`config.mk`:
```
export PLATFORM = sky130hd
export DESIGN_NAME = crc16_packet_framer_core_flat
export DESIGN_NICKNAME = d
export VERILOG_FILES = /design/src/hw/rtl/c16pf_pkg.sv /design/src/hw/rtl/c16pf_ifs.sv /design/src/hw/rtl/crc16_packet_framer_core.sv /design/src/hw/rtl/c16pf_crc_byte.sv /design/src/flat_wrapper.sv
export SDC_FILE = /design/constraint.sdc
export NUM_CORES = 1
export LEC_CHECK = 0
export BUFFER_PORTS_ARGS = -buffer_cell sky130_fd_sc_hd__buf_4
export CAP_MARGIN = 5
export CORE_MARGIN = 2
export CORE_UTILIZATION = 40
export CTS_CLUSTER_SIZE = 20
export DETAILED_ROUTE_END_ITERATION = 16
export SYNTH_ARGS = -nofsm -noshare
export SYNTH_HDL_FRONTEND = slang
export SYNTH_HIERARCHICAL = 1
export SYNTH_SLANG_ARGS = --single-unit
```
`constraint.sdc`:
```
create_clock -name clk -period 3.6 [get_ports clk]
set_clock_uncertainty 0.05 [all_clocks]
set_input_delay 0.72 -clock clk [delete_from_list [all_inputs] [get_ports clk]]
set_output_delay 0.72 -clock clk [all_outputs]
set_load 0.05 [all_outputs]
```
`src/hw/rtl/c16pf_pkg.sv`:
```
// Shared types and constants of the CRC-16 packet framer.
// No dependencies.
`default_nettype none

package c16pf_pkg;

  typedef logic [7:0]  byte_t;
  typedef logic [15:0] crc_t;
  typedef logic [2:0]  cfg_index_t;

  // CRC-16/CCITT, MSB first, no reflection, no final xor
  localparam crc_t CRC_INIT = 16'hFFFF;
  localparam crc_t CRC_POLY = 16'h1021;

  // Register indexes of the configuration port
  localparam cfg_index_t REG_HEADER_FIRST  = 3'd0;
  localparam cfg_index_t REG_HEADER_SECOND = 3'd1;
  localparam cfg_index_t REG_FORMAT_VER    = 3'd2;
  localparam cfg_index_t REG_PACKET_LEN    = 3'd3;
  localparam cfg_index_t REG_MID_CRC_POS   = 3'd4;

  // Register reset values
  localparam byte_t RST_HEADER_FIRST  = 8'd0;
  localparam byte_t RST_HEADER_SECOND = 8'd0;
  localparam byte_t RST_FORMAT_VER    = 8'd2;
  localparam byte_t RST_PACKET_LEN    = 8'd64;
  localparam byte_t RST_MID_CRC_POS   = 8'd0;

endpackage

`default_nettype wire

```
`src/hw/rtl/c16pf_ifs.sv`:
```
// Handshake interfaces of the framer: payload input, framed output, register writes.
// Depends on c16pf_pkg.
`default_nettype none

interface c16pf_in_if;
  import c16pf_pkg::*;
  logic  valid;
  logic  ready;
  byte_t payload_byte;
  logic  last_payload;
  modport source (output valid, payload_byte, last_payload, input ready);
  modport sink   (input valid, payload_byte, last_payload, output ready);
endinterface

interface c16pf_out_if;
  import c16pf_pkg::*;
  logic  valid;
  logic  ready;
  byte_t out_byte;
  logic  end_of_packet;
  modport source (output valid, out_byte, end_of_packet, input ready);
  modport sink   (input valid, out_byte, end_of_packet, output ready);
endinterface

interface c16pf_cfg_if;
  import c16pf_pkg::*;
  logic       valid;
  logic       ready;
  cfg_index_t index;
  byte_t      data;
  modport source (output valid, index, data, input ready);
  modport sink   (input valid, index, data, output ready);
endinterface

`default_nettype wire

```
`src/hw/rtl/crc16_packet_framer_core.sv`:
```
// Top level of the CRC-16 packet framer: item register, word sequencer, output register.
// Depends on c16pf_pkg, c16pf_ifs and c16pf_crc_byte.
//
//  channel    dir  handshake     payload
//  byte_in    in   valid/ready   payload_byte[7:0], last_payload
//  frame_out  out  valid/ready   out_byte[7:0], end_of_packet
//  cfg        in   valid/ready   index[2:0], data[7:0]
//
// One word leaves the output register per cycle unless the output stalls (a rate set by
// the single output register); a payload byte emits its data word, led by the four header
// words if it opens a packet and two mid CRC words if inserted, then two CRC words if last.
// Reset (rst, synchronous) clears the sequencer and loads register defaults at once.
// A stalled output freezes the sequencer; byte_in.ready is high whenever the held item
// finishes this cycle or none is held. cfg.ready is always high.
`default_nettype none

module crc16_packet_framer_core (
  input  logic                clk,
  input  logic                rst,
  c16pf_in_if.sink            byte_in,
  c16pf_out_if.source         frame_out,
  c16pf_cfg_if.sink           cfg
);
  import c16pf_pkg::*;

  // Sequencer phase codes
  localparam logic [3:0] PH_FIRST = 4'd0;
  localparam logic [3:0] PH_HDR0  = 4'd1;
  localparam logic [3:0] PH_HDR1  = 4'd2;
  localparam logic [3:0] PH_VER   = 4'd3;
  localparam logic [3:0] PH_LEN   = 4'd4;
  localparam logic [3:0] PH_CHECK = 4'd5;
  localparam logic [3:0] PH_MIDLO = 4'd6;
  localparam logic [3:0] PH_MIDHI = 4'd7;
  localparam logic [3:0] PH_DATA  = 4'd8;
  localparam logic [3:0] PH_CRCLO = 4'd9;
  localparam logic [3:0] PH_CRCHI = 4'd10;

  // Configuration registers
  byte_t header_first;
  byte_t header_second;
  byte_t format_version;
  byte_t packet_length;
  byte_t mid_crc_position;

  // Held input item
  logic  hold_valid;
  byte_t hold_byte;
  logic  hold_last;

  // Framing state
  logic [3:0] phase;
  logic [3:0] phase_cur;
  logic [3:0] phase_after;
  logic       in_packet;
  byte_t      byte_position;
  crc_t       running_crc;
  byte_t      mid_crc_high;

  // Output register
  logic  out_valid;
  byte_t out_word;
  logic  out_eop;

  logic  emit;
  logic  item_done;
  logic  accept;
  logic  mid_hit;
  logic  covered;
  byte_t word_sel;
  crc_t  crc_fed;

  assign cfg.ready = 1'b1;

  // Write configuration registers
  always_ff @(posedge clk) begin
    if (rst) begin
      header_first     <= RST_HEADER_FIRST;
      header_second    <= RST_HEADER_SECOND;
      format_version   <= RST_FORMAT_VER;
      packet_length    <= RST_PACKET_LEN;
      mid_crc_position <= RST_MID_CRC_POS;
    end else if (cfg.valid) begin
      unique case (cfg.index)
        REG_HEADER_FIRST:  header_first     <= cfg.data;
        REG_HEADER_SECOND: header_second    <= cfg.data;
        REG_FORMAT_VER:    format_version   <= cfg.data;
        REG_PACKET_LEN:    packet_length    <= cfg.data;
        REG_MID_CRC_POS:   mid_crc_position <= cfg.data;
        default: ;
      endcase
    end
  end

  assign mid_hit = (mid_crc_position != 8'd0) && (byte_position == mid_crc_position);

  // Resolve the phase that emits this cycle
  always_comb begin
    unique case (phase)
      PH_FIRST: begin
        if (!in_packet) begin
          phase_cur = PH_HDR0;
        end else if (mid_hit) begin
          phase_cur = PH_MIDLO;
        end else begin
          phase_cur = PH_DATA;
        end
      end
      PH_CHECK: phase_cur = mid_hit ? PH_MIDLO : PH_DATA;
      default:  phase_cur = phase;
    endcase
  end

  // Pick the word, its CRC coverage and the following phase
  always_comb begin
    word_sel    = hold_byte;
    covered     = 1'b0;
    phase_after = PH_FIRST;
    unique case (phase_cur)
      PH_HDR0: begin
        word_sel    = header_first;
        phase_after = PH_HDR1;
      end
      PH_HDR1: begin
        word_sel    = header_second;
        phase_after = PH_VER;
      end
      PH_VER: begin
        word_sel    = format_version;
        covered     = 1'b1;
        phase_after = PH_LEN;
      end
      PH_LEN: begin
        word_sel    = packet_length;
        covered     = 1'b1;
        phase_after = PH_CHECK;
      end
      PH_MIDLO: begin
        word_sel    = running_crc[7:0];
        covered     = 1'b1;
        phase_after = PH_MIDHI;
      end
      PH_MIDHI: begin
        word_sel    = mid_crc_high;
        covered     = 1'b1;
        phase_after = PH_DATA;
      end
      PH_DATA: begin
        word_sel    = hold_byte;
        covered     = 1'b1;
        phase_after = hold_last ? PH_CRCLO : PH_FIRST;
      end
      PH_CRCLO: begin
        word_sel    = running_crc[7:0];
        phase_after = PH_CRCHI;
      end
      PH_CRCHI: begin
        word_sel    = running_crc[15:8];
        phase_after = PH_FIRST;
      end
      default: ;
    endcase
  end

  c16pf_crc_byte u_crc (
    .crc_in  (running_crc),
    .data    (word_sel),
    .crc_out (crc_fed)
  );

  assign emit      = hold_valid && (!out_valid || frame_out.ready);
  assign item_done = ((phase_cur == PH_DATA) && !hold_last) || (phase_cur == PH_CRCHI);
  assign byte_in.ready = !hold_valid || (emit && item_done);
  assign accept    = byte_in.valid && byte_in.ready;

  // Hold the input item until its last word is emitted
  always_ff @(posedge clk) begin
    if (rst) begin
      hold_valid <= 1'b0;
    end else if (accept) begin
      hold_valid <= 1'b1;
    end else if (emit && item_done) begin
      hold_valid <= 1'b0;
    end
  end

  always_ff @(posedge clk) begin
    if (accept) begin
      hold_byte <= byte_in.payload_byte;
      hold_last <= byte_in.last_payload;
    end
  end

  // Advance phase and position on every emitted word, and the CRC on covered words
  always_ff @(posedge clk) begin
    if (rst) begin
      phase         <= PH_FIRST;
      in_packet     <= 1'b0;
      byte_position <= 8'd0;
      running_crc   <= CRC_INIT;
    end else if (emit) begin
      phase <= item_done ? PH_FIRST : phase_after;
      if (phase_cur == PH_HDR0) begin
        in_packet     <= 1'b1;
        byte_position <= 8'd1;
        running_crc   <= CRC_INIT;
      end else if (phase_cur == PH_CRCHI) begin
        in_packet     <= 1'b0;
        byte_position <= 8'd0;
        running_crc   <= CRC_INIT;
      end else begin
        byte_position <= byte_position + 8'd1;
        if (covered) begin
          running_crc <= crc_fed;
        end
      end
    end
  end

  // Keep the high byte of the CRC as it stood before the inserted low byte
  always_ff @(posedge clk) begin
    if (emit && (phase_cur == PH_MIDLO)) begin
      mid_crc_high <= running_crc[15:8];
    end
  end

  // Load the output register, drop valid once taken
  always_ff @(posedge clk) begin
    if (rst) begin
      out_valid <= 1'b0;
    end else if (emit) begin
      out_valid <= 1'b1;
    end else if (frame_out.ready) begin
      out_valid <= 1'b0;
    end
  end

  always_ff @(posedge clk) begin
    if (emit) begin
      out_word <= word_sel;
      out_eop  <= (phase_cur == PH_CRCHI);
    end
  end

  assign frame_out.valid         = out_valid;
  assign frame_out.out_byte      = out_word;
  assign frame_out.end_of_packet = out_eop;

endmodule

`default_nettype wire

```
`src/hw/rtl/c16pf_crc_byte.sv`:
```
// Byte-wide CRC-16/CCITT update, MSB first, purely combinational.
// Depends on c16pf_pkg.
`default_nettype none

module c16pf_crc_byte (
  input  c16pf_pkg::crc_t  crc_in,
  input  c16pf_pkg::byte_t data,
  output c16pf_pkg::crc_t  crc_out
);
  import c16pf_pkg::*;

  crc_t c;

  // Fold the byte into the top and shift out eight bits
  always_comb begin
    c = crc_in ^ {data, 8'h00};
    for (int k = 0; k < 8; k++) begin
      if (c[15]) begin
        c = {c[14:0], 1'b0} ^ CRC_POLY;
      end else begin
        c = {c[14:0], 1'b0};
      end
    end
    crc_out = c;
  end

endmodule

`default_nettype wire

```
`src/flat_wrapper.sv`:
```
// flat-port wrapper written by rule: the top's interface ports become plain ports
module crc16_packet_framer_core_flat import c16pf_pkg::*;
  (clk, rst, byte_in_valid, byte_in_payload_byte, byte_in_last_payload, byte_in_ready, frame_out_valid, frame_out_out_byte, frame_out_end_of_packet, frame_out_ready, cfg_valid, cfg_index, cfg_data, cfg_ready);
  c16pf_in_if byte_in_i ();
  c16pf_out_if frame_out_i ();
  c16pf_cfg_if cfg_i ();
  input  logic clk;
  input  logic rst;
  input wire logic [$bits(byte_in_i.valid)-1:0] byte_in_valid;
  input wire logic [$bits(byte_in_i.payload_byte)-1:0] byte_in_payload_byte;
  input wire logic [$bits(byte_in_i.last_payload)-1:0] byte_in_last_payload;
  output wire logic [$bits(byte_in_i.ready)-1:0] byte_in_ready;
  output wire logic [$bits(frame_out_i.valid)-1:0] frame_out_valid;
  output wire logic [$bits(frame_out_i.out_byte)-1:0] frame_out_out_byte;
  output wire logic [$bits(frame_out_i.end_of_packet)-1:0] frame_out_end_of_packet;
  input wire logic [$bits(frame_out_i.ready)-1:0] frame_out_ready;
  input wire logic [$bits(cfg_i.valid)-1:0] cfg_valid;
  input wire logic [$bits(cfg_i.index)-1:0] cfg_index;
  input wire logic [$bits(cfg_i.data)-1:0] cfg_data;
  output wire logic [$bits(cfg_i.ready)-1:0] cfg_ready;
  assign byte_in_i.valid = byte_in_valid;
  assign byte_in_i.payload_byte = byte_in_payload_byte;
  assign byte_in_i.last_payload = byte_in_last_payload;
  assign byte_in_ready = byte_in_i.ready;
  assign frame_out_valid = frame_out_i.valid;
  assign frame_out_out_byte = frame_out_i.out_byte;
  assign frame_out_end_of_packet = frame_out_i.end_of_packet;
  assign frame_out_i.ready = frame_out_ready;
  assign cfg_i.valid = cfg_valid;
  assign cfg_i.index = cfg_index;
  assign cfg_i.data = cfg_data;
  assign cfg_ready = cfg_i.ready;
  crc16_packet_framer_core u_core (.clk(clk), .rst(rst), .byte_in(byte_in_i), .frame_out(frame_out_i), .cfg(cfg_i));
endmodule
```
==> impl_metrics.env, run 1 <==
export IMPL_unrepaired_setup_endpoints_after_global_routing="false"
export IMPL_holdCritPathClass="reg -> reg"
export IMPL_htree_num_levels=3
export IMPL_power_leakage_nw=1.99
export IMPL_dr_total_vias=3716
export IMPL_floorplan_io_pins=37
export IMPL_drtIter0Drc=326
export IMPL_final_standard_cell_utilization_of_the_core=0.469
export IMPL_max_clock_freq_ghz=0.290
export IMPL_die_height_um=112
export IMPL_drt_pre_antenna_iters=4
export IMPL_antenna_cell_count=0
export IMPL_dp_final_hpwl_um=8220
export IMPL_num_fill_cells=1110
export IMPL_async_reset_ff_frac=0
export IMPL_clock_path_buffers=2
export IMPL_design_area_um2=5340
export IMPL_fin_crit_sh=0.957
export IMPL_switching_share=0.281
export IMPL_synth_seq_cells=97
export IMPL_power_combinational_fraction=0.192
export IMPL_via_count_of_the_first_global_routing_pass=3562
export IMPL_place_congestion=0.874
export IMPL_global_router_s_overall_resource_usage=0.188
export IMPL_p_int_w=0.00188
export IMPL_final_hold_violation_count=0
export IMPL_inserted_clock_buffers=9
export IMPL_postSynthCellCount=486
export IMPL_final_max_slew_violation_count=0
export IMPL_number_of_nets_at_the_end_of_the_flow=542
export IMPL_synth_lib_cells_used_distinct=62
export IMPL_signal_arrival_time_at_the_worst_endpoint_ps=2680
export IMPL_slew_headroom=0.485
export IMPL_run_status="finished, final reports clean"
export IMPL_startpoint_type="flip-flop"
export IMPL_layout_drive_gt1_share=0.150
export IMPL_place_worst_setup_slack_ps=414
export IMPL_cts_root_buffer="sky130_fd_sc_hd__clkbuf_16"
export IMPL_fp_dieArea_um2=12500
export IMPL_cts_setup_buffers=0
export IMPL_critical_path_class="reg -> out"
export IMPL_route_detailed_wl_per_inst_um=17.0
export IMPL_syn_nets=512
export IMPL_grt_first_pass_wirelength_um=18600
export IMPL_crit_path_end_kind="output port"
export IMPL_final_period_minus_worst_setup_slack_ps=3450
export IMPL_initial_core_utilization=0.409
export IMPL_cts_sinks=97
export IMPL_vdd_drop_max_v=0.000305
export IMPL_yosysSeqAreaShare=0.473
export IMPL_grt_max_degree=47
export IMPL_finalWirelength_um=11300
export IMPL_multi_input_area_um2=2320
export IMPL_seqCellArea_um2=2200
export IMPL_cellPowerDensity_nw_per_um2=489
export IMPL_slew_at_the_pin_closest_to_its_max_slew_limit_ps=772
export IMPL_globalRoute_totalOverflow=0
export IMPL_route_antenna_remaining_nets=0
export IMPL_finalWorstSetupSlack_ps=154
export IMPL_post_dp_cell_area_um2=5070
export IMPL_post_synth_edffs=26
export IMPL_synthesis_yosys_warnings=6
export IMPL_postSynthAreaPerCell_um2=9.58
export IMPL_clock_tree_from_tritoncts="yes"
export IMPL_remaining_drcs=0
export IMPL_power_share_clock=0.341
export IMPL_area_growth_synth_to_final_pct=14.6
export IMPL_grt_antenna_before_repair=0
export IMPL_die_w_um=112
export IMPL_placeableCoreArea_um2=11400
export IMPL_power_switching_w=0.000733
export IMPL_crit_fanout=14
export IMPL_finalSetupViolCount=0
export IMPL_placementRows=39
export IMPL_finalSetupTns_ps=0
export IMPL_synth_cell_area_um2=4660
export IMPL_synth_top_flop_cell="sky130_fd_sc_hd__dfxtp_1"
export IMPL_port_buffer_count=35
export IMPL_cap_viol_max_count=0
export IMPL_clk_transition_reported_paths_ps=70
export IMPL_timing_critical_path_required_ps=2830
export IMPL_power_share_sequential=0.467
export IMPL_route_detailed_vias_per_inst=5.60
export IMPL_clkLatencyLatePin_ps=340
-- path summary, 6_finish.rpt --
check                                               end  slack, ps                       start  cells past startpoint
worst max-delay path                      byte_in_ready        150             u_core/phase[0]                      6
worst min-delay path            u_core/header_second[1]        410     u_core/header_second[1]                      2
worst max register to register    u_core/running_crc[5]        370  u_core/mid_crc_position[4]                     10
worst min register to register  u_core/header_second[1]        410     u_core/header_second[1]                      2
-- sequential cells by signal (all words and copies together), names as in the netlist --
signal                          count
u_core/mid_crc_high                 8
u_core/hold_last                    1
u_core/phase                        4
u_core/header_second                8
u_core/frame_out.valid              1
u_core/mid_crc_position             8
u_core/header_first                 8
u_core/frame_out.end_of_packet      1
u_core/running_crc                 16
u_core/in_packet                    1
u_core/hold_byte                    8
u_core/byte_position                8
u_core/format_version               8
u_core/hold_valid                   1
u_core/packet_length                8
u_core/frame_out.out_byte           8
-- layout by cell type, fill, tap and decap left out, types with 8 or more instances in the layout --
cell type and n:
sky130_fd_sc_hd__xnor2_1 10, sky130_fd_sc_hd__xor2_1 15, sky130_fd_sc_hd__edfxtp_1 26, sky130_fd_sc_hd__nor2_1 30, sky130_fd_sc_hd__dfxtp_1 70, sky130_fd_sc_hd__nand3_1 10
sky130_fd_sc_hd__o22ai_1 18, sky130_fd_sc_hd__nand2_1 108, sky130_fd_sc_hd__a221o_1 15, sky130_fd_sc_hd__clkbuf_16 9, sky130_fd_sc_hd__a21oi_1 37, sky130_fd_sc_hd__buf_4 45
sky130_fd_sc_hd__a22o_1 8, sky130_fd_sc_hd__o21ai_0 11, sky130_fd_sc_hd__mux2i_1 16
-- synthesized netlist by cell type (2+ instances only) --
library cell | count | area share
sky130_fd_sc_hd__xnor2_1 | 10 | 0.019
sky130_fd_sc_hd__buf_2 | 3 | 0.0032
sky130_fd_sc_hd__xor3_1 | 2 | 0.010
sky130_fd_sc_hd__a21oi_1 | 37 | 0.040
sky130_fd_sc_hd__nand3_1 | 10 | 0.011
sky130_fd_sc_hd__edfxtp_1 | 26 | 0.17
sky130_fd_sc_hd__xor2_1 | 15 | 0.028
sky130_fd_sc_hd__and2_1 | 2 | 0.0027
sky130_fd_sc_hd__a2111oi_1 | 2 | 0.0043
sky130_fd_sc_hd__clkbuf_1 | 20 | 0.016
sky130_fd_sc_hd__a211oi_2 | 2 | 0.0054
sky130_fd_sc_hd__xnor3_1 | 4 | 0.019
sky130_fd_sc_hd__o21ai_0 | 11 | 0.012
sky130_fd_sc_hd__and4_1 | 2 | 0.0038
sky130_fd_sc_hd__nor4_1 | 7 | 0.0094
sky130_fd_sc_hd__inv_1 | 7 | 0.0056
sky130_fd_sc_hd__nor2_1 | 30 | 0.024
sky130_fd_sc_hd__dfxtp_1 | 71 | 0.31
sky130_fd_sc_hd__o22ai_1 | 18 | 0.024
sky130_fd_sc_hd__a32oi_1 | 3 | 0.0056
sky130_fd_sc_hd__nor3_1 | 3 | 0.0032
sky130_fd_sc_hd__mux2i_1 | 16 | 0.034
sky130_fd_sc_hd__xnor2_2 | 3 | 0.010
sky130_fd_sc_hd__xor3_4 | 2 | 0.012
sky130_fd_sc_hd__a211oi_1 | 4 | 0.0065
sky130_fd_sc_hd__buf_1 | 2 | 0.0016
sky130_fd_sc_hd__a221o_1 | 15 | 0.032
sky130_fd_sc_hd__and3_1 | 5 | 0.0067
sky130_fd_sc_hd__nand4_1 | 2 | 0.0027
sky130_fd_sc_hd__nand2_1 | 108 | 0.087
sky130_fd_sc_hd__a22o_1 | 8 | 0.015
sky130_fd_sc_hd__o21ai_1 | 2 | 0.0022
sky130_fd_sc_hd__nor2b_1 | 5 | 0.0067
-- final cells by class --
cell class                 instances  area share
multi-input combinational        355       0.434
timing repair buffer              45      0.0633
sequential                        97       0.413
clock inverter                     5     0.00680
clock buffer                      11      0.0436
inverter                           8     0.00563
tap                              143      0.0335
-- repair_timing --
item                                   4_1_cts  5_1_grt
hold buffers                                 0        0
endpoints found under the hold margin        0        0
resized for setup                            0        1
setup endpoints to repair                    0        1
-- cell families after synthesis --
family,after synthesis,synth area share
xor+xnor,38,0.110
compound gates,113,0.169
mux,16,0.0344
simple gates,186,0.181
other cells,1,0.000805
buf+inv,34,0.0290
fa+ha+maj,1,0.00269
flops,97,0.473
-- critical path, stage by stage, from the launching register on --
cell and delay, ps:
sky130_fd_sc_hd__dfxtp_1 660, sky130_fd_sc_hd__inv_1 280, sky130_fd_sc_hd__or3_1 510, sky130_fd_sc_hd__a211oi_2 280, sky130_fd_sc_hd__a21oi_1 160, sky130_fd_sc_hd__o21ai_1 210
sky130_fd_sc_hd__buf_4 230
-- per-stage QoR --
step,power (W),hold WS [ps],instances
after floorplan,0.00161,386,486
after global placement,0.00173,391,648
after detailed placement,0.00174,397,648
after CTS,0.00263,407,664
after global routing,0.00272,426,664
final,0.00261,407,664
-- routing by layer --
layer  GRT usage  up-vias  wire (µm)
li1            -     1806          -
met1       0.267     1797       5320
met4      0.0650        0        255
met5           0        -          0
met2       0.287       95       5070
met3      0.0376       18        613
-- power groups by stage --
stage | Combinational (W) | Clock [W] | Sequential, W
after floorplan | 0.000352 | 0 | 0.00126
after global placement | 0.000492 | 0 | 0.00124
after detailed placement | 0.000500 | 0 | 0.00124
after CTS | 0.000501 | 0.000913 | 0.00122
after global routing | 0.000542 | 0.000954 | 0.00122
final | 0.000501 | 0.000892 | 0.00122
(Power assumes the default switching activity.)
==> run 2, diff against run 1 <==
--- a/config.mk
+++ b/config.mk
@@ -13,5 +13,4 @@
 export DETAILED_ROUTE_END_ITERATION = 16
 export SYNTH_ARGS = -nofsm -noshare
 export SYNTH_HDL_FRONTEND = slang
-export SYNTH_HIERARCHICAL = 1
 export SYNTH_SLANG_ARGS = --single-unit
==> impl_metrics.env, run 2 <==
export IMPL_htree_num_levels=3
export IMPL_holdCritPathClass="reg -> reg"
export IMPL_finalWirelength_um=10800
export IMPL_synth_common_cells="sky130_fd_sc_hd__nand2_1 (100), sky130_fd_sc_hd__dfxtp_1 (71), sky130_fd_sc_hd__a21oi_1 (56)"
export IMPL_postSynthCellCount=493
export IMPL_slew_at_the_pin_closest_to_its_max_slew_limit_ps=728
export IMPL_run_status="finished, final reports clean"
export IMPL_multi_input_area_um2=2160
export IMPL_fp_dieArea_um2=12200
export IMPL_clock_path_buffers=2
export IMPL_yosysSeqAreaShare=0.487
export IMPL_signal_arrival_time_at_the_worst_endpoint_ps=2540
export IMPL_drtIter0Drc=149
export IMPL_seqCellArea_um2=2200
export IMPL_timing_rr_end="u_core.running_crc[14]"
export IMPL_synth_cell_area_um2=4520
export IMPL_clk_transition_reported_paths_ps=60
export IMPL_port_buffer_count=35
export IMPL_most_common_cell_after_layout_fill_and_taps_aside="sky130_fd_sc_hd__nand2_1"
export IMPL_netlist_top_cells_area="sky130_fd_sc_hd__dfxtp_1 (31%), sky130_fd_sc_hd__edfxtp_1 (17%), sky130_fd_sc_hd__nand2_1 (8.3%)"
export IMPL_via_count_of_the_first_global_routing_pass=3408
export IMPL_post_synth_top_area_cell="sky130_fd_sc_hd__dfxtp_1"
export IMPL_holdPathEnd="u_core.header_second[6]"
export IMPL_critical_path_class="reg -> out"
export IMPL_biggest_register="u_core.running_crc"
export IMPL_num_fill_cells=1085
export IMPL_die_w_um=110
export IMPL_startpoint_type="flip-flop"
export IMPL_route_detailed_wl_per_inst_um=16.3
export IMPL_power_leakage_nw=1.96
export IMPL_synthesis_yosys_warnings=0
export IMPL_holdPathStages=2
export IMPL_crit_fanout=6
export IMPL_grt_max_degree=61
export IMPL_final_period_minus_worst_setup_slack_ps=3310
export IMPL_inserted_clock_buffers=9
export IMPL_floorplan_io_pins=37
export IMPL_route_antenna_remaining_nets=0
export IMPL_clock_tree_from_tritoncts="yes"
export IMPL_clkLatencyLatePin_ps=340
export IMPL_layout_common_cells="sky130_fd_sc_hd__nand2_1 (100), sky130_fd_sc_hd__dfxtp_1 (71), sky130_fd_sc_hd__a21oi_1 (56)"
export IMPL_dr_total_vias=3582
export IMPL_cap_viol_max_count=0
export IMPL_cellPowerDensity_nw_per_um2=497
export IMPL_max_clock_freq_ghz=0.302
export IMPL_crit_path_end_kind="output port"
export IMPL_globalRoute_totalOverflow=0
export IMPL_global_router_s_overall_resource_usage=0.194
export IMPL_async_reset_ff_frac=0
export IMPL_placeableCoreArea_um2=10900
export IMPL_critical_path_reg2reg_startpoint="u_core.phase[3]"
export IMPL_reg2regPathDepth=10
export IMPL_post_synth_edffs=26
export IMPL_largest_register_ff_count=16
export IMPL_synth_lib_cells_used_distinct=62
export IMPL_post_dp_cell_area_um2=4930
export IMPL_placementRows=38
export IMPL_final_hold_violation_count=0
export IMPL_finalSetupViolCount=0
export IMPL_post_synth_top_area_fraction=0.314
export IMPL_postSynthAreaPerCell_um2=9.17
export IMPL_cts_root_buffer="sky130_fd_sc_hd__clkbuf_16"
export IMPL_cts_sinks=97
export IMPL_synth_seq_cells=97
export IMPL_route_detailed_vias_per_inst=5.37
export IMPL_number_of_nets_at_the_end_of_the_flow=548
export IMPL_grt_first_pass_wirelength_um=17800
export IMPL_initial_core_utilization=0.414
export IMPL_fin_crit_sh=0.918
export IMPL_final_max_slew_violation_count=0
export IMPL_finalSetupTns_ps=0
export IMPL_area_growth_synth_to_final_pct=15.4
export IMPL_r2r_slack_ps=520
export IMPL_design_area_um2=5220
export IMPL_remaining_drcs=0
export IMPL_hold_bufs_at_cts=0
export IMPL_syn_nets=519
export IMPL_unrepaired_setup_endpoints_after_global_routing="false"
export IMPL_worstHoldStart="u_core.header_second[6]"
export IMPL_hold_slack_ps=405
export IMPL_drt_pre_antenna_iters=5
export IMPL_dp_final_hpwl_um=8050
export IMPL_antenna_cell_count=0
export IMPL_place_congestion=0.887
export IMPL_grt_antenna_before_repair=0
export IMPL_timing_critical_path_required_ps=2830
export IMPL_synth_top_flop_cell="sky130_fd_sc_hd__dfxtp_1"
export IMPL_slew_headroom=0.513
export IMPL_die_height_um=110
export IMPL_vdd_drop_max_v=0.000237
export IMPL_post_synth_top_count_cell="sky130_fd_sc_hd__nand2_1"
export IMPL_layout_drive_gt1_share=0.154
==> run 2: changes by cell type after synthesis, moves of 7 or more <==
| cell | change |
|---|---|
| sky130_fd_sc_hd__a21oi_1 | +19 |
| sky130_fd_sc_hd__a221o_1 | -15 |
| sky130_fd_sc_hd__a22oi_1 | +17 |
| sky130_fd_sc_hd__mux2i_1 | -15 |
| sky130_fd_sc_hd__nand2_1 | -8 |
| sky130_fd_sc_hd__nand2b_1 | +7 |
| sky130_fd_sc_hd__nor2_1 | +8 |
| sky130_fd_sc_hd__o22ai_1 | -11 |
==> run 2: stage by stage <==
| step | setup WS, ps | power, W | cells | utilization |
|---|---|---|---|---|
| finish | 294 | 0.00259 | 667 | 0.477 |
| global route | 79.1 | 0.00271 | 667 | 0.477 |
| CTS | 244 | 0.00262 | 667 | 0.477 |
| detailed placement | 545 | 0.00168 | 651 | 0.450 |
| global placement | 581 | 0.00168 | 651 | 0.450 |
| floorplan | 1040 | 0.00155 | 493 | - |
==> run 2: how the worst max path moves through the flow <==
stage                     slack, ps                     from  cells after the start                      to
after floorplan                1040          u_core.phase[0]                      9           byte_in_ready
after global placement          580          u_core.phase[3]                     10   u_core.running_crc[7]
after detailed placement        540          u_core.phase[3]                     10  u_core.running_crc[14]
after CTS                       240  u_core.byte_position[0]                      9           byte_in_ready
after global routing             80  u_core.byte_position[0]                      9           byte_in_ready
final                           290  u_core.byte_position[0]                      9           byte_in_ready
==> run 2: area by class of cell <==
cell class / count / area share
sequential: 97 / 0.422
multi-input combinational: 357 / 0.415
timing repair buffer: 46 / 0.0662
clock buffer: 10 / 0.0439
tap: 140 / 0.0336
clock inverter: 6 / 0.0113
inverter: 11 / 0.00792
==> run 2: kinds of logic after synthesis <==
family | after synthesis | synth area share
fa+ha+maj | 1 | 0.00277
simple gates | 195 | 0.198
other cells | 1 | 0.000829
mux | 2 | 0.00470
xor+xnor | 36 | 0.0905
buf+inv | 39 | 0.0349
compound gates | 122 | 0.182
flops | 97 | 0.487
==> run 2: per-layer routing <==
metal | part of all wire | wire length (µm) | vias to the layer above | global-route usage
met3 | 0.037 | 402 | 17 | 0.0364
li1 | - | - | 1790 | -
met1 | 0.47 | 5140 | 1707 | 0.267
met2 | 0.47 | 5100 | 68 | 0.303
met4 | 0.019 | 208 | 0 | 0.0741
met5 | 0 | 0 | - | 0
==> run 2: what timing repair did <==
item                       4_1_cts  5_1_grt
setup endpoints to repair        0        1
hold endpoints to repair         0        0
setup buffers                    0        0
gates resized for setup          0        1
==> run 2: report_power, final <==
part	total [W]	internal (W)	switching, W
registers	0.00121	0.00117	0.0000450
clock network	0.000935	0.000534	0.000401
logic	0.000445	0.000187	0.000258
==> run 2: critical path, stage by stage, from the launching register on <==
cell                       delay, ps
sky130_fd_sc_hd__dfxtp_1         460
sky130_fd_sc_hd__xor2_1          100
sky130_fd_sc_hd__a211oi_1        470
sky130_fd_sc_hd__and3_4          300
sky130_fd_sc_hd__a21oi_1          50
sky130_fd_sc_hd__a21oi_1         180
sky130_fd_sc_hd__o31ai_1         110
sky130_fd_sc_hd__a21oi_1         260
sky130_fd_sc_hd__inv_1            70
sky130_fd_sc_hd__buf_4           190
==> run 3, diff against run 2 <==
--- a/config.mk
+++ b/config.mk
@@ -7,10 +7,14 @@
 export LEC_CHECK = 0
 export BUFFER_PORTS_ARGS = -buffer_cell sky130_fd_sc_hd__buf_4
 export CAP_MARGIN = 5
+export CELL_PAD_IN_SITES_DETAIL_PLACEMENT = 0
+export CELL_PAD_IN_SITES_GLOBAL_PLACEMENT = 1
 export CORE_MARGIN = 2
 export CORE_UTILIZATION = 40
 export CTS_CLUSTER_SIZE = 20
 export DETAILED_ROUTE_END_ITERATION = 16
+export MAX_ROUTING_LAYER = met4
+export PLACE_DENSITY_LB_ADDON = 0.1
 export SYNTH_ARGS = -nofsm -noshare
 export SYNTH_HDL_FRONTEND = slang
 export SYNTH_SLANG_ARGS = --single-unit
==> impl_metrics.env, run 3 (synthesis results as in run 2) <==
export IMPL_run_status="finished, final reports clean"
export IMPL_timing_rr_end="u_core.running_crc[13]"
export IMPL_cts_sinks=97
export IMPL_layout_drive_gt1_share=0.166
export IMPL_seqCellArea_um2=2200
export IMPL_num_fill_cells=1092
export IMPL_htree_num_levels=3
export IMPL_die_height_um=110
export IMPL_route_detailed_wl_per_inst_um=17.6
export IMPL_unrepaired_setup_endpoints_after_global_routing="false"
export IMPL_finalSetupViolCount=0
export IMPL_signal_arrival_time_at_the_worst_endpoint_ps=2530
export IMPL_globalRoute_totalOverflow=0
export IMPL_grt_first_pass_wirelength_um=18600
export IMPL_reg2regPathDepth=9
export IMPL_series_of_cell_instances_along_the_critical_path="xor2_1 -> a211oi_1 -> and3_4 -> a21oi_1 -> a21oi_1 -> o31ai_1 -> a21oi_1 -> inv_1 -> buf_4"
export IMPL_critical_path_startpoint="u_core.byte_position[5]"
export IMPL_fp_dieArea_um2=12200
export IMPL_drtIter0Drc=230
export IMPL_critical_path_class="reg -> out"
export IMPL_drt_pre_antenna_iters=4
export IMPL_startpoint_type="flip-flop"
export IMPL_worst_path_slowest_cell="sky130_fd_sc_hd__a211oi_1"
export IMPL_dp_final_hpwl_um=8510
export IMPL_slew_headroom=0.438
export IMPL_grt_max_degree=61
export IMPL_via_count_of_the_first_global_routing_pass=3386
export IMPL_final_period_minus_worst_setup_slack_ps=3300
export IMPL_placementRows=38
export IMPL_cellPowerDensity_nw_per_um2=515
export IMPL_antenna_cell_count=0
export IMPL_holdCritPathClass="reg -> reg"
export IMPL_clkLatencyLatePin_ps=350
export IMPL_final_hold_violation_count=0
export IMPL_clock_path_buffers=2
export IMPL_route_antenna_remaining_nets=0
export IMPL_layout_common_cells="sky130_fd_sc_hd__nand2_1 (100), sky130_fd_sc_hd__dfxtp_1 (71), sky130_fd_sc_hd__a21oi_1 (56)"
export IMPL_finalSetupTns_ps=0
export IMPL_timing_critical_path_required_ps=2830
export IMPL_die_w_um=110
export IMPL_fin_crit_sh=0.918
export IMPL_critical_path_endpoint="byte_in_ready"
export IMPL_floorplan_io_pins=37
export IMPL_finalWirelength_um=11800
export IMPL_slew_at_the_pin_closest_to_its_max_slew_limit_ps=841
export IMPL_inserted_clock_buffers=9
export IMPL_dr_total_vias=3578
export IMPL_vdd_drop_max_v=0.000352
export IMPL_route_detailed_vias_per_inst=5.33
export IMPL_crit_fanout=4
export IMPL_place_congestion=0.907
export IMPL_number_of_nets_at_the_end_of_the_flow=552
export IMPL_initial_core_utilization=0.414
export IMPL_global_router_s_overall_resource_usage=0.212
export IMPL_hold_bufs_at_cts=0
export IMPL_biggest_register="u_core.running_crc"
export IMPL_crit_path_end_kind="output port"
export IMPL_critical_path_top_cell_by_count="sky130_fd_sc_hd__a21oi_1"
export IMPL_area_growth_synth_to_final_pct=17.0
export IMPL_clock_tree_from_tritoncts="yes"
export IMPL_port_buffer_count=35
export IMPL_remaining_drcs=0
export IMPL_largest_register_ff_count=16
export IMPL_r2r_slack_ps=660
export IMPL_multi_input_area_um2=2170
export IMPL_grt_antenna_before_repair=0
export IMPL_most_common_cell_after_layout_fill_and_taps_aside="sky130_fd_sc_hd__nand2_1"
export IMPL_clk_transition_reported_paths_ps=70
export IMPL_placeableCoreArea_um2=10900
export IMPL_cts_root_buffer="sky130_fd_sc_hd__clkbuf_16"
export IMPL_power_leakage_nw=2.00
export IMPL_cap_viol_max_count=0
export IMPL_max_clock_freq_ghz=0.303
export IMPL_final_max_slew_violation_count=0
export IMPL_post_layout_total_power_w=0.00272
export IMPL_critical_path_reg2reg_startpoint="u_core.phase[3]"
export IMPL_cpPeakStageDelay_ps=470
-- run 3: worst min path at each step --
stage / startpoint / to / slack (ps) / cells past startpoint
floorplan: u_core.packet_length[5] / u_core.packet_length[5] / 380 / 2
finish: u_core.header_first[6] / u_core.header_first[6] / 410 / 2
global route: u_core.format_version[6] / u_core.format_version[6] / 420 / 2
global placement: u_core.header_second[2] / u_core.header_second[2] / 390 / 2
CTS: u_core.header_second[2] / u_core.header_second[2] / 410 / 2
detailed placement: u_core.header_second[2] / u_core.header_second[2] / 400 / 2
-- run 3: stage by stage --
step           hold WS [ps]  std cells  instance area, µm²  utilization  setup slack [ps]
6_report                406        671                5290        0.484               296
5_1_grt                 422        671                5290        0.484              47.4
4_1_cts                 409        671                5290        0.484               244
3_5_place_dp            399        655                4960        0.454               628
3_3_place_gp            392        655                4960        0.454               647
2_1_floorplan           382        493                4520            -              1040
-- run 3: what timing repair did --
action,CTS,global route
endpoints found under the setup margin,0,1
endpoints found under the hold margin,0,0
resized for setup,0,1
buffers inserted,0,0
-- run 3: report_power, final --
part	total, W	switching, W	internal [W]
registers	0.00121	0.0000393	0.00117
clock network	0.00104	0.000430	0.000615
logic	0.000469	0.000276	0.000193
-- run 3: final cells by class --
class / count / share of cell area
sequential: 97 / 0.416
multi-input combinational: 357 / 0.410
timing repair buffer: 50 / 0.0710
clock buffer: 9 / 0.0426
tap: 140 / 0.0331
clock inverter: 7 / 0.0189
inverter: 11 / 0.00781
-- run 3: routing by layer --
layer,track usage,part of all wire,up-vias
li1,-,-,1789
met4,0.0661,0.019,0
met5,-,0,-
met2,0.313,0.46,79
met1,0.296,0.48,1692
met3,0.0400,0.039,18
-- run 3: worst max-delay path: cells and delay by family, from the launching register on --
kind	cells	cell delay, ps
AO/OA/AOI/OAI	5	1130
flip-flops	1	360
AND/OR/NAND/NOR	1	300
buffers and inverters	2	250
XOR/XNOR	1	160
